### src/rtl/core/lfdc_pkg.sv
package lfdc_pkg;

  typedef enum logic [2:0] {
    MODE_IDLE        = 3'd0,
    MODE_ARMED       = 3'd1,
    MODE_STOP        = 3'd2,
    MODE_STRAIGHT    = 3'd3,
    MODE_RIGHT       = 3'd4,
    MODE_SHARP_RIGHT = 3'd5,
    MODE_LEFT        = 3'd6,
    MODE_SHARP_LEFT  = 3'd7
  } drive_mode_e;

  // configuration register indexes
  localparam logic [2:0] CFG_PWM_TOP      = 3'd0;
  localparam logic [2:0] CFG_LIGHT_THRESH = 3'd1;
  localparam logic [2:0] CFG_LAP_MIN      = 3'd2;
  localparam logic [2:0] CFG_LAPS_TARGET  = 3'd3;
  localparam logic [2:0] CFG_BATT_OFFSET  = 3'd4;

  localparam logic [11:0] PwmTopRst      = 12'd1000;
  localparam logic [9:0]  LightThreshRst = 10'd250;
  localparam logic [7:0]  LapMinRst      = 8'd120;
  localparam logic [3:0]  LapsTargetRst  = 4'd3;
  localparam logic [9:0]  BattOffsetRst  = 10'd245;

  // wheel speeds per mode: right = lin - ang, left = lin + ang
  localparam logic [11:0] DutyStraight = 12'd400;
  localparam logic [11:0] DutyTurnIn   = 12'd150;
  localparam logic [11:0] DutyTurnOut  = 12'd450;
  localparam logic [11:0] SharpBack    = 12'd50;

  // highest battery difference that still maps to a level of ten or less
  localparam logic [9:0] BattDiffMax = 10'd109;

  typedef struct packed {
    logic       button_on;
    logic       sense_left;
    logic       sense_center_left;
    logic       sense_center;
    logic       sense_center_right;
    logic       sense_right;
    logic       tick;
    logic [9:0] battery_adc;
    logic [9:0] light_adc;
  } in_beat_t;

  // thermometer bar for diff / 10, valid for diff up to BattDiffMax
  function automatic logic [9:0] bar_level(input logic [9:0] diff);
    logic [9:0] bar;
    bar = '0;
    for (int k = 0; k < 10; k++) begin
      bar[k] = (diff >= 10'((k + 1) * 10));
    end
    return bar;
  endfunction

endpackage

### src/rtl/core/line_follower_drive_controller_unit.sv
// Line-following drive controller. Each input beat is one control sample
// (button, five line sensors, a tick flag, battery and light ADC readings) and
// gives exactly one result beat: the new drive mode, both motor compare values
// with reverse flags, headlights, the ten-segment battery bar and the laps done.
// A sample is registered on entry and resolved from that input register into the
// result register, which also holds the controller state, once the output side
// does not stall; so one sample is taken every clock while the output side does
// not stall, and its result is presented from the result register. The input
// stalls only while a sample and a result both wait on a stalled output.
// Configuration writes are always ready and are meant to be issued only while
// no sample is in flight.
module line_follower_drive_controller_unit
  import lfdc_pkg::*;
(
  input  logic        clk_i,
  input  logic        rst_ni,
  input  logic        in_valid_i,
  output logic        in_stall_o,
  input  logic        button_on_i,
  input  logic        sense_left_i,
  input  logic        sense_center_left_i,
  input  logic        sense_center_i,
  input  logic        sense_center_right_i,
  input  logic        sense_right_i,
  input  logic        tick_i,
  input  logic [9:0]  battery_adc_i,
  input  logic [9:0]  light_adc_i,
  output logic        out_valid_o,
  input  logic        out_stall_i,
  output logic [2:0]  mode_o,
  output logic [11:0] right_duty_o,
  output logic        right_reverse_o,
  output logic [11:0] left_duty_o,
  output logic        left_reverse_o,
  output logic        headlights_o,
  output logic [9:0]  battery_bar_o,
  output logic [3:0]  laps_done_o,
  input  logic        cfg_valid_i,
  output logic        cfg_ready_o,
  input  logic [2:0]  cfg_index_i,
  input  logic [11:0] cfg_data_i
);

  logic [11:0] pwm_top_q;
  logic [9:0]  light_thresh_q;
  logic [7:0]  lap_min_q;
  logic [3:0]  laps_target_q;
  logic [9:0]  batt_offset_q;

  in_beat_t    beat_q;
  logic        beat_vld_q;
  logic        out_vld_q;
  logic        load;

  drive_mode_e mode_q, mode_nxt, mode_d;
  logic [7:0]  tick_cnt_q, tick_cnt_d, tick_inc;
  logic [3:0]  lap_q, lap_d, lap_clr, lap_inc;
  logic        run_clear;
  logic        lap_hit;
  logic [11:0] r_duty_q, r_duty_d, l_duty_q, l_duty_d;
  logic        r_rev_q, r_rev_d, l_rev_q, l_rev_d;
  logic [9:0]  bar_q, bar_d, batt_diff;
  logic        lights_q, lights_d;

  assign cfg_ready_o = 1'b1;

  always_ff @(posedge clk_i or negedge rst_ni) begin
    if (!rst_ni) begin
      pwm_top_q      <= PwmTopRst;
      light_thresh_q <= LightThreshRst;
      lap_min_q      <= LapMinRst;
      laps_target_q  <= LapsTargetRst;
      batt_offset_q  <= BattOffsetRst;
    end else if (cfg_valid_i) begin
      unique case (cfg_index_i)
        CFG_PWM_TOP:      pwm_top_q      <= cfg_data_i;
        CFG_LIGHT_THRESH: light_thresh_q <= cfg_data_i[9:0];
        CFG_LAP_MIN:      lap_min_q      <= cfg_data_i[7:0];
        CFG_LAPS_TARGET:  laps_target_q  <= cfg_data_i[3:0];
        CFG_BATT_OFFSET:  batt_offset_q  <= cfg_data_i[9:0];
        default: ;
      endcase
    end
  end

  // input register, result register stands behind it
  assign load       = beat_vld_q && (!out_vld_q || !out_stall_i);
  assign in_stall_o = beat_vld_q && out_vld_q && out_stall_i;

  always_ff @(posedge clk_i or negedge rst_ni) begin
    if (!rst_ni) begin
      beat_vld_q <= 1'b0;
      out_vld_q  <= 1'b0;
    end else begin
      if (!in_stall_o) begin
        beat_vld_q <= in_valid_i;
      end
      if (load) begin
        out_vld_q <= 1'b1;
      end else if (!out_stall_i) begin
        out_vld_q <= 1'b0;
      end
    end
  end

  always_ff @(posedge clk_i) begin
    if (!in_stall_o && in_valid_i) begin
      beat_q <= '{button_on:          button_on_i,
                  sense_left:         sense_left_i,
                  sense_center_left:  sense_center_left_i,
                  sense_center:       sense_center_i,
                  sense_center_right: sense_center_right_i,
                  sense_right:        sense_right_i,
                  tick:               tick_i,
                  battery_adc:        battery_adc_i,
                  light_adc:          light_adc_i};
    end
  end

  // mode transition, first matching rule wins
  always_comb begin
    mode_nxt = mode_q;
    unique case (mode_q)
      MODE_IDLE: begin
        if (beat_q.button_on) mode_nxt = MODE_ARMED;
      end
      MODE_ARMED: begin
        if (!beat_q.button_on) mode_nxt = MODE_STRAIGHT;
      end
      MODE_STOP: begin
        if (!beat_q.button_on) mode_nxt = MODE_IDLE;
      end
      MODE_STRAIGHT: begin
        if (beat_q.button_on)               mode_nxt = MODE_STOP;
        else if (beat_q.sense_center_right) mode_nxt = MODE_RIGHT;
        else if (beat_q.sense_center_left)  mode_nxt = MODE_LEFT;
      end
      MODE_RIGHT: begin
        if (beat_q.button_on)              mode_nxt = MODE_STOP;
        else if (beat_q.sense_right)       mode_nxt = MODE_SHARP_RIGHT;
        else if (beat_q.sense_center)      mode_nxt = MODE_STRAIGHT;
        else if (beat_q.sense_center_left) mode_nxt = MODE_LEFT;
      end
      MODE_SHARP_RIGHT: begin
        if (beat_q.button_on)               mode_nxt = MODE_STOP;
        else if (beat_q.sense_center_right) mode_nxt = MODE_RIGHT;
        else if (beat_q.sense_center_left)  mode_nxt = MODE_LEFT;
      end
      MODE_LEFT: begin
        if (beat_q.button_on)               mode_nxt = MODE_STOP;
        else if (beat_q.sense_left)         mode_nxt = MODE_SHARP_LEFT;
        else if (beat_q.sense_center)       mode_nxt = MODE_STRAIGHT;
        else if (beat_q.sense_center_right) mode_nxt = MODE_RIGHT;
      end
      MODE_SHARP_LEFT: begin
        if (beat_q.button_on)               mode_nxt = MODE_STOP;
        else if (beat_q.sense_center_left)  mode_nxt = MODE_LEFT;
        else if (beat_q.sense_center_right) mode_nxt = MODE_RIGHT;
      end
      default: mode_nxt = mode_q;
    endcase
  end

  // motor drive from the transitioned mode; stopping keeps the last duties
  always_comb begin
    r_duty_d = r_duty_q;
    l_duty_d = l_duty_q;
    r_rev_d  = r_rev_q;
    l_rev_d  = l_rev_q;
    unique case (mode_nxt)
      MODE_IDLE, MODE_ARMED: begin
        r_duty_d = '0;
        l_duty_d = '0;
        r_rev_d  = 1'b0;
        l_rev_d  = 1'b0;
      end
      MODE_STRAIGHT: begin
        r_duty_d = DutyStraight;
        l_duty_d = DutyStraight;
        r_rev_d  = 1'b0;
        l_rev_d  = 1'b0;
      end
      MODE_RIGHT: begin
        r_duty_d = DutyTurnIn;
        l_duty_d = DutyTurnOut;
        r_rev_d  = 1'b0;
        l_rev_d  = 1'b0;
      end
      MODE_SHARP_RIGHT: begin
        r_duty_d = pwm_top_q - SharpBack;
        l_duty_d = DutyTurnOut;
        r_rev_d  = 1'b1;
        l_rev_d  = 1'b0;
      end
      MODE_LEFT: begin
        r_duty_d = DutyTurnOut;
        l_duty_d = DutyTurnIn;
        r_rev_d  = 1'b0;
        l_rev_d  = 1'b0;
      end
      MODE_SHARP_LEFT: begin
        r_duty_d = DutyTurnOut;
        l_duty_d = pwm_top_q - SharpBack;
        r_rev_d  = 1'b0;
        l_rev_d  = 1'b1;
      end
      default: ;
    endcase
  end

  // tick count, run start clear, lap check and target
  always_comb begin
    run_clear  = (mode_q == MODE_ARMED) && !beat_q.button_on;
    tick_inc   = beat_q.tick ? tick_cnt_q + 8'd1 : tick_cnt_q;
    tick_cnt_d = run_clear ? '0 : tick_inc;
    lap_clr    = run_clear ? '0 : lap_q;
    lap_hit    = (tick_cnt_d >= lap_min_q) && beat_q.sense_right && beat_q.sense_left;
    lap_inc    = lap_hit ? lap_clr + 4'd1 : lap_clr;
    if (lap_hit) tick_cnt_d = '0;
    mode_d = mode_nxt;
    lap_d  = lap_inc;
    if (lap_inc == laps_target_q) begin
      lap_d  = '0;
      mode_d = MODE_IDLE;
    end
  end

  always_comb begin
    batt_diff = beat_q.battery_adc - batt_offset_q;
    bar_d     = bar_q;
    if (beat_q.battery_adc >= batt_offset_q && batt_diff <= BattDiffMax) begin
      bar_d = bar_level(batt_diff);
    end
    lights_d = beat_q.light_adc < light_thresh_q;
  end

  always_ff @(posedge clk_i or negedge rst_ni) begin
    if (!rst_ni) begin
      mode_q     <= MODE_IDLE;
      tick_cnt_q <= '0;
      lap_q      <= '0;
      r_duty_q   <= '0;
      l_duty_q   <= '0;
      r_rev_q    <= 1'b0;
      l_rev_q    <= 1'b0;
      bar_q      <= '0;
    end else if (load) begin
      mode_q     <= mode_d;
      tick_cnt_q <= tick_cnt_d;
      lap_q      <= lap_d;
      r_duty_q   <= r_duty_d;
      l_duty_q   <= l_duty_d;
      r_rev_q    <= r_rev_d;
      l_rev_q    <= l_rev_d;
      bar_q      <= bar_d;
    end
  end

  always_ff @(posedge clk_i) begin
    if (load) begin
      lights_q <= lights_d;
    end
  end

  assign out_valid_o     = out_vld_q;
  assign mode_o          = mode_q;
  assign right_duty_o    = r_duty_q;
  assign right_reverse_o = r_rev_q;
  assign left_duty_o     = l_duty_q;
  assign left_reverse_o  = l_rev_q;
  assign headlights_o    = lights_q;
  assign battery_bar_o   = bar_q;
  assign laps_done_o     = lap_q;

`ifndef SYNTHESIS
  a_stall_needs_result: assert property (@(posedge clk_i) disable iff (!rst_ni)
    in_stall_o |-> out_valid_o)
    else $error("input stalled with no result waiting");

  a_stop_holds_duty: assert property (@(posedge clk_i) disable iff (!rst_ni)
    (load && mode_nxt == MODE_STOP) |=> ($stable(right_duty_o) && $stable(left_duty_o)))
    else $error("stopping mode changed the motor duties");

  a_run_start_clears_ticks: assert property (@(posedge clk_i) disable iff (!rst_ni)
    (load && mode_q == MODE_ARMED && !beat_q.button_on) |=> tick_cnt_q == 8'd0)
    else $error("tick count not cleared at run start");

  a_bar_thermometer: assert property (@(posedge clk_i) disable iff (!rst_ni)
    ((battery_bar_o + 10'd1) & battery_bar_o) == 10'd0)
    else $error("battery bar is not a thermometer code");
`endif

endmodule

### config.mk
export PLATFORM = sky130hd
export DESIGN_NAME = line_follower_drive_controller_unit
export DESIGN_NICKNAME = d
export VERILOG_FILES = /design/src/rtl/core/lfdc_pkg.sv /design/src/rtl/core/line_follower_drive_controller_unit.sv
export SDC_FILE = /design/constraint.sdc
export NUM_CORES = 1
export LEC_CHECK = 0
export BUFFER_PORTS_ARGS = -buffer_cell sky130_fd_sc_hd__buf_2
export CORE_ASPECT_RATIO = 1.2
export CORE_MARGIN = 2
export CORE_UTILIZATION = 40
export CTS_BUF_LIST = sky130_fd_sc_hd__clkbuf_4 sky130_fd_sc_hd__clkbuf_8
export CTS_CLUSTER_SIZE = 25
export DETAILED_ROUTE_END_ITERATION = 8
export GPL_ROUTABILITY_DRIVEN = 0
export MAX_ROUTING_LAYER = met4
export PLACE_DENSITY = 0.62
export SETUP_SLACK_MARGIN = 0.02
export SLEW_MARGIN = 20
export SYNTH_ARGS = -nofsm -noshare
export SYNTH_HDL_FRONTEND = slang
export SYNTH_SLANG_ARGS = --single-unit
### constraint.sdc
create_clock -name clk_i -period 3.3 [get_ports clk_i]
set_input_delay 0.66 -clock clk_i [delete_from_list [all_inputs] [get_ports clk_i]]
set_output_delay 0.66 -clock clk_i [all_outputs]
set_load 0.01 [all_outputs]
# Word level (Yosys, flattened, before mapping)
# Cells that the tools add are included.
[totals]
memories = 0
register_bits = 125
rom_bits = 0
ram_bits = 0
output_inout_bits = 47
latchBits = 0
[op_classes]
shift = 0
bitwise_logic = 0
reduce_logical = 36
n_addsub = 4
order_cmp = 14
div_mod_pow = 0
n_mul = 0
mux = 29
n_eq_ne = 19
[ops]
columns = ["cell", "count"]
rows = [
  ["$pmux W12 S5", 2],
  ["$mux W3", 16],
  ["$ge A10 B7 Y1 const B", 4],
  ["$ge A10 B6 Y1 const B", 3],
  ["$eq A3 B3 Y1 const B", 9],
  ["$mux W8", 3],
  ["$pmux W3 S7", 1],
  ["$ge A10 B5 Y1 const B", 2],
  ["$reduce_and A2 Y1", 10],
  ["$eq A3 B2 Y1 const B", 5],
  ["$mux W4", 3],
  ["$reduce_or A6 Y1", 2],
  ["$sub A12 B6 Y12 const B", 1],
  ["$ge A10 B10 Y1", 1],
  ["$ge A10 B4 Y1 const B", 1],
  ["$le A10 B7 Y1 const B", 1],
  ["$lt A10 B10 Y1", 1],
  ["$reduce_bool A5 Y1", 2],
  ["$sub A10 B10 Y10", 1],
  ["$eq A3 B1 Y1 const B", 3],
  ["$logic_not A3 Y1", 3],
  ["$add A8 B1 Y8 const B", 1],
  ["$ge A8 B8 Y1", 1],
  ["$logic_and A1 B1 Y1", 8],
  ["9 further kinds", 18],
]

# Logic depth before layout (Yosys ltp)
[logic_depth]
depth_word = 9
mapped_depth = 14
mapped_depth_nobuf = 13

# Worst setup path before layout
# Ideal clock, no wire load.
[synth_path]
kind = "register to register"
start = "register mode_q[2], in the netlist mode_o[2]"
end = "register lap_q[0], in the netlist laps_done_o[0]"
stages_incl_launch_ff = 14
required_ns = 3.173
path_buffers = 3
setup_ns = 0.127
arrival_ns = 3.412
setup_slack_ns = -0.239
path_cell_list = "dfrtp_1 buf_2 nor4b_2 buf_2 buf_1 a21oi_1 ha_1 nand2_1 or3_1 nor4_1 nor3_1 o31a_1 nor3b_4 o21ai_1"
[synth_via]
elab_chain_cells = 9
elab_cells_between_ends = 11
classes_between = "add/sub: 1; order compare: 1; eq/ne: 2; mux: 4; reduce/logical: 3"
[synth_rtl]
columns = ["item", "line", "source"]
rows = [
  ["from (decl)", "line_follower_drive_controller_unit.sv:55", "drive_mode_e mode_q, mode_nxt, mode_d;"],
  ["from (signal assigned)", "line_follower_drive_controller_unit.sv:248", "mode_q <= mode_d;"],
  ["$eq A3 B1 Y1 (*)", "line_follower_drive_controller_unit.sv:213", "run_clear = (mode_q == MODE_ARMED) && !beat_q.button_on;"],
  ["$logic_and A1 B1 Y1 (*)", "line_follower_drive_controller_unit.sv:213", ""],
  ["$mux W8", "line_follower_drive_controller_unit.sv:215", "tick_cnt_d = run_clear ? '0 : tick_inc;"],
  ["$ge A8 B8 Y1", "line_follower_drive_controller_unit.sv:217", "lap_hit = (tick_cnt_d >= lap_min_q) && beat_q.sense_right && beat_q.sense_left;"],
  ["$logic_and A1 B1 Y1 (2 in a row)", "line_follower_drive_controller_unit.sv:217", ""],
  ["$mux W4 (*)", "line_follower_drive_controller_unit.sv:218", "lap_inc = lap_hit ? lap_clr + 4'd1 : lap_clr;"],
  ["$eq A4 B4 Y1", "line_follower_drive_controller_unit.sv:222", "if (lap_inc == laps_target_q) begin"],
  ["$mux W4 (*)", "line_follower_drive_controller_unit.sv:222", ""],
  ["to (signal assigned)", "line_follower_drive_controller_unit.sv:250", "lap_q <= lap_d;"],
  ["to (decl)", "line_follower_drive_controller_unit.sv:57", "logic [3:0] lap_q, lap_d, lap_clr, lap_inc;"],
]
# Mark *: on every way between the ends. The rest lies on a longest branch, timed or not.
# A chain may end at the register's enable or synchronous reset.

# Final worst setup path
[layout_path]
start = "register tick_cnt_q[0]"
end = "register lap_q[0], in the netlist laps_done_o[0]"
[layout_via]
elab_chain_cells = 9
[layout_rtl]
columns = ["item", "line", "source"]
rows = [
  ["from (decl)", "line_follower_drive_controller_unit.sv:56", "logic [7:0] tick_cnt_q, tick_cnt_d, tick_inc;"],
  ["from (signal assigned)", "line_follower_drive_controller_unit.sv:249", "tick_cnt_q <= tick_cnt_d;"],
  ["$add A8 B1 Y8", "line_follower_drive_controller_unit.sv:214", "tick_inc = beat_q.tick ? tick_cnt_q + 8'd1 : tick_cnt_q;"],
  ["$mux W8 (*)", "line_follower_drive_controller_unit.sv:214", ""],
  ["$mux W8 (*)", "line_follower_drive_controller_unit.sv:215", ""],
  ["$ge A8 B8 Y1 (*)", "line_follower_drive_controller_unit.sv:217", ""],
  ["$logic_and A1 B1 Y1 (*) (2 in a row)", "line_follower_drive_controller_unit.sv:217", ""],
  ["$mux W4 (*)", "line_follower_drive_controller_unit.sv:218", ""],
  ["$eq A4 B4 Y1", "line_follower_drive_controller_unit.sv:222", ""],
  ["$mux W4 (*)", "line_follower_drive_controller_unit.sv:222", ""],
]
# Marked as above.

==> metrics.md <==
| Metric | Value |
|---|---|
| Final min period | `3.16 ns` |
| Top_reg_cell synth | `dfrtp_1` |
| Post-synth cell types | `79` |
| Net Count, Synth | `701` |
| Chip Height | `144 um` |
| Arrival time at the worst endpoint | `3.48 ns` |
| Cell Area, Synth | `6510 um2` |
| Max FO, Critical Path | `4` |
| Pleak | `3.53 nW` |
| P&R area growth vs syn | `22.6%` |
| Nets | `818` |
| DRC | `0` |
| Post-placement cell area | `7330 um2` |
| Synth Instances | `623` |
| WP data required | `3.62 ns` |
| DP Worst Slack | `0.0460 ns` |
| Largest net degree at the start of global routing | `56` |
| # IOs | `94` |
| Avg Cell Area, Syn | `10.5 um2` |
| Number of port buffers | `92` |
| Power density over the cells | `716 nW/um2` |
| Layout cells sized above 1 | `0.316` |
| Final setup viols | `0` |
| Crit start category | `flop` |
| CP Capture Type | `flop` |
| Pre-antenna DRT Iters | `4` |
| Vias in the first global route | `4,960` |
| Worst-path cell chain | `ha_2 > nand4_1 > buf_4 > xor2_2 > nor2_2 > ha_1 > nand2_1 > or3_4 > nor4_4 > nor3_2 > o31a_1 > nor3b_4 > o21ai_1` |
| Remaining antenna violation count after routing | `0` |
| Total negative slack | `0 ns` |
| CTS clk-pin slew, worst paths | `0.07 ns` |
| Worst path bufs/invs | `1` |
| EDFF count, synth | `28` |
| CTS Buf Count | `17` |
| WL/cell | `15.3 um` |
| Cell Rows | `51` |
| HP Class | `input pin to async pin` |
| Vias per cell | `5.19` |
| Delay of the slowest cell on the worst path | `0.41 ns` |
| Drt first-iter violations | `208` |
| GR Overflow Total | `0` |
| Post-synthesis sequential area ratio | `0.506` |
| Hold Buf Count CTS | `0` |
| Clk buf depth | `2` |
| Starting Density | `0.405` |
| Die width | `120 um` |
| Filler Cell Count | `1,514` |
| RSZ-0062 raised after global routing | `yes` |
| HPWL Detailed | `10,900 um` |
| Final WL | `14,800 um` |
| Later-pin clock latency in the skew report | `0.44 ns` |
| H-tree levels | `4` |
| Worst Setup Path Type | `flop to flop` |
| Yosys reg bits | `125` |
| Outcome | `complete, no violations` |
| Ys Warns | `0` |
| Fin crit share | `0.958` |
| Root buffer cell | `clkbuf_8` |
| Die area | `17,300 um2` |
| Delay-heaviest family, CP | `simple AND/OR/NAND/NOR gates` |
| VDD IR-drop max | `267 uV` |
| Leading post-synthesis cells by cell area | `dfrtp_1 (28%), edfxtp_1 (13%), dfstp_2 (9.7%)` |
| Total chip power | `5.72 mW` |
| CTS sink cnt | `125` |
| Ant diodes | `0` |
| Initial antenna violation count | `0` |
| Critical-path top delay cell | `dfrtp_1` |
| Worst-margin pin slew | `0.739 ns` |
| # Max-Cap Violations | `0` |
| Cell taking the most area after synthesis | `dfrtp_1` |
| Yosys top cell area share | `0.280` |
| Final instance area | `7980 um2` |
| Slew margin rel. | `0.504` |
| Setup slack after layout | `0.138 ns` |
| Skew final | `0.00855 ns` |
| CTS tree | `done` |
| DR vias | `5,006` |
| Max Slew Vio Count | `0` |
| GRT Overall Usage | `0.183` |
| First-pass GRT wire length | `24,200 um` |
| Final Hold Vio Count | `0` |
| Post-synth ARST share | `0.776` |
| Core Box Area | `16,100 um2` |
| Maximum clock frequency | `316 MHz` |
## worst paths after layout
path                                       startpoint                      endpoint  slack (ns)  cells after the start
min in group clk_i                     light_adc_i[6]           beat_q[6]$_DFFE_PP_        0.39                      1
min                                            rst_ni  battery_bar_o[8]$_DFFE_PN0P_        0.20                      1
max in group asynchronous                      rst_ni      pwm_top_q[3]$_DFFE_PN1P_        2.34                      2
min reg2reg                left_reverse_o$_DFFE_PN0P_    left_reverse_o$_DFFE_PN0P_        0.48                      2
max                         tick_cnt_q[0]$_DFFE_PN0P_    laps_done_o[0]$_DFFE_PN0P_        0.14                     13
max reg2reg                 tick_cnt_q[0]$_DFFE_PN0P_    laps_done_o[0]$_DFFE_PN0P_        0.14                     13
## repair_timing
item	CTS	global route
buffers inserted	0	8
resized for setup	0	22
setup endpoints to repair	0	18
## sequential cells by signal, summed over array words and instances (netlist names)
signal and count:
left_reverse_o 1, batt_offset_q 10, beat_vld_q 1, pwm_top_q 12, mode_o 3, headlights_o 1, right_reverse_o 1, light_thresh_q 10
right_duty_o 12, laps_target_q 4, laps_done_o 4, tick_cnt_q 8, lap_min_q 8, battery_bar_o 10, beat_q 27, out_valid_o 1
left_duty_o 12
## worst register-to-register path, cell delays in order (launching register included)
cell	delay, ns
dfrtp_1	0.41
ha_2	0.22
nand4_1	0.15
buf_4	0.19
xor2_2	0.16
nor2_2	0.07
ha_1	0.27
nand2_1	0.04
or3_4	0.40
nor4_4	0.36
nor3_2	0.12
o31a_1	0.29
nor3b_4	0.26
o21ai_1	0.10
## through the flow
stage | cells | hold WS (ns) | util
final | 965 | 0.205 | 0.496
after global routing | 965 | 0.232 | 0.496
after CTS | 956 | 0.197 | 0.484
after detailed placement | 924 | 0.465 | 0.456
after global placement | 924 | 0.461 | 0.456
after floorplan | 623 | 0.364 | -
## synth_stat cells, drive strengths merged, types with 11 or more instances
master / n
a21oi: 28
clkbuf: 14
dfrtp: 73
dfstp: 24
edfxtp: 28
ha: 30
inv: 37
mux2: 27
nand2: 93
nand3: 12
nor2: 30
nor3: 11
o21ai: 65
xnor2: 11
xor2: 15
## routing by layer
| metal | vias to the layer above | GRT usage | share of wire |
|---|---|---|---|
| li1 | 2441 | - | - |
| met1 | 2410 | 0.220 | 0.44 |
| met2 | 131 | 0.302 | 0.50 |
| met3 | 24 | 0.0401 | 0.045 |
| met4 | 0 | 0.0710 | 0.018 |
| met5 | - | - | 0 |
## cells in the final DEF (no fill, tap or decap), types with 11 or more instances in the layout
master    Yosys  layout
inv_1        37      37
buf_2         5      91
nand3_1      11      11
buf_4         1      27
dfstp_2      24      24
a21oi_1      28      27
clkbuf_8      0      20
o21ai_0      62      61
nor2_1       30      28
edfxtp_1     28      28
nand2_1      93      93
mux2_2       26      26
ha_1         30      29
xor2_1       14      12
dfrtp_1      73      73
## cell families (layout without fill, tap and decap cells)
family / count (synthesis) / in the layout / synth area share
muxes: 31 / 31 / 0.0534
adders and majority gates: 31 / 31 / 0.0607
other: 1 / 1 / 0.000576
DFF: 125 / 125 / 0.506
xor gates and xnor gates: 27 / 27 / 0.0425
buffers and inverters: 60 / 189 / 0.0373
and+or+nand+nor: 194 / 194 / 0.148
AOI/OAI and AO/OA: 154 / 155 / 0.151
## layout make-up
type                    instances  area [um2]  area share
inverters                      38         143      0.0179
clock buffers                  26         320      0.0401
repair buffers                119         678      0.0849
multi-input cells             439        3150       0.394
clock inverters                 6         133      0.0166
well taps                     212         265      0.0332
flip-flops and latches        125        3300       0.413
## where the power goes
part	switching [mW]	total (mW)	internal, mW
logic	1.19	2.08	0.887
registers	0.207	2.14	1.93
clock network	0.565	1.50	0.934
total	1.96	5.72	3.76
Note: power is estimated with default switching activity, not from simulation.
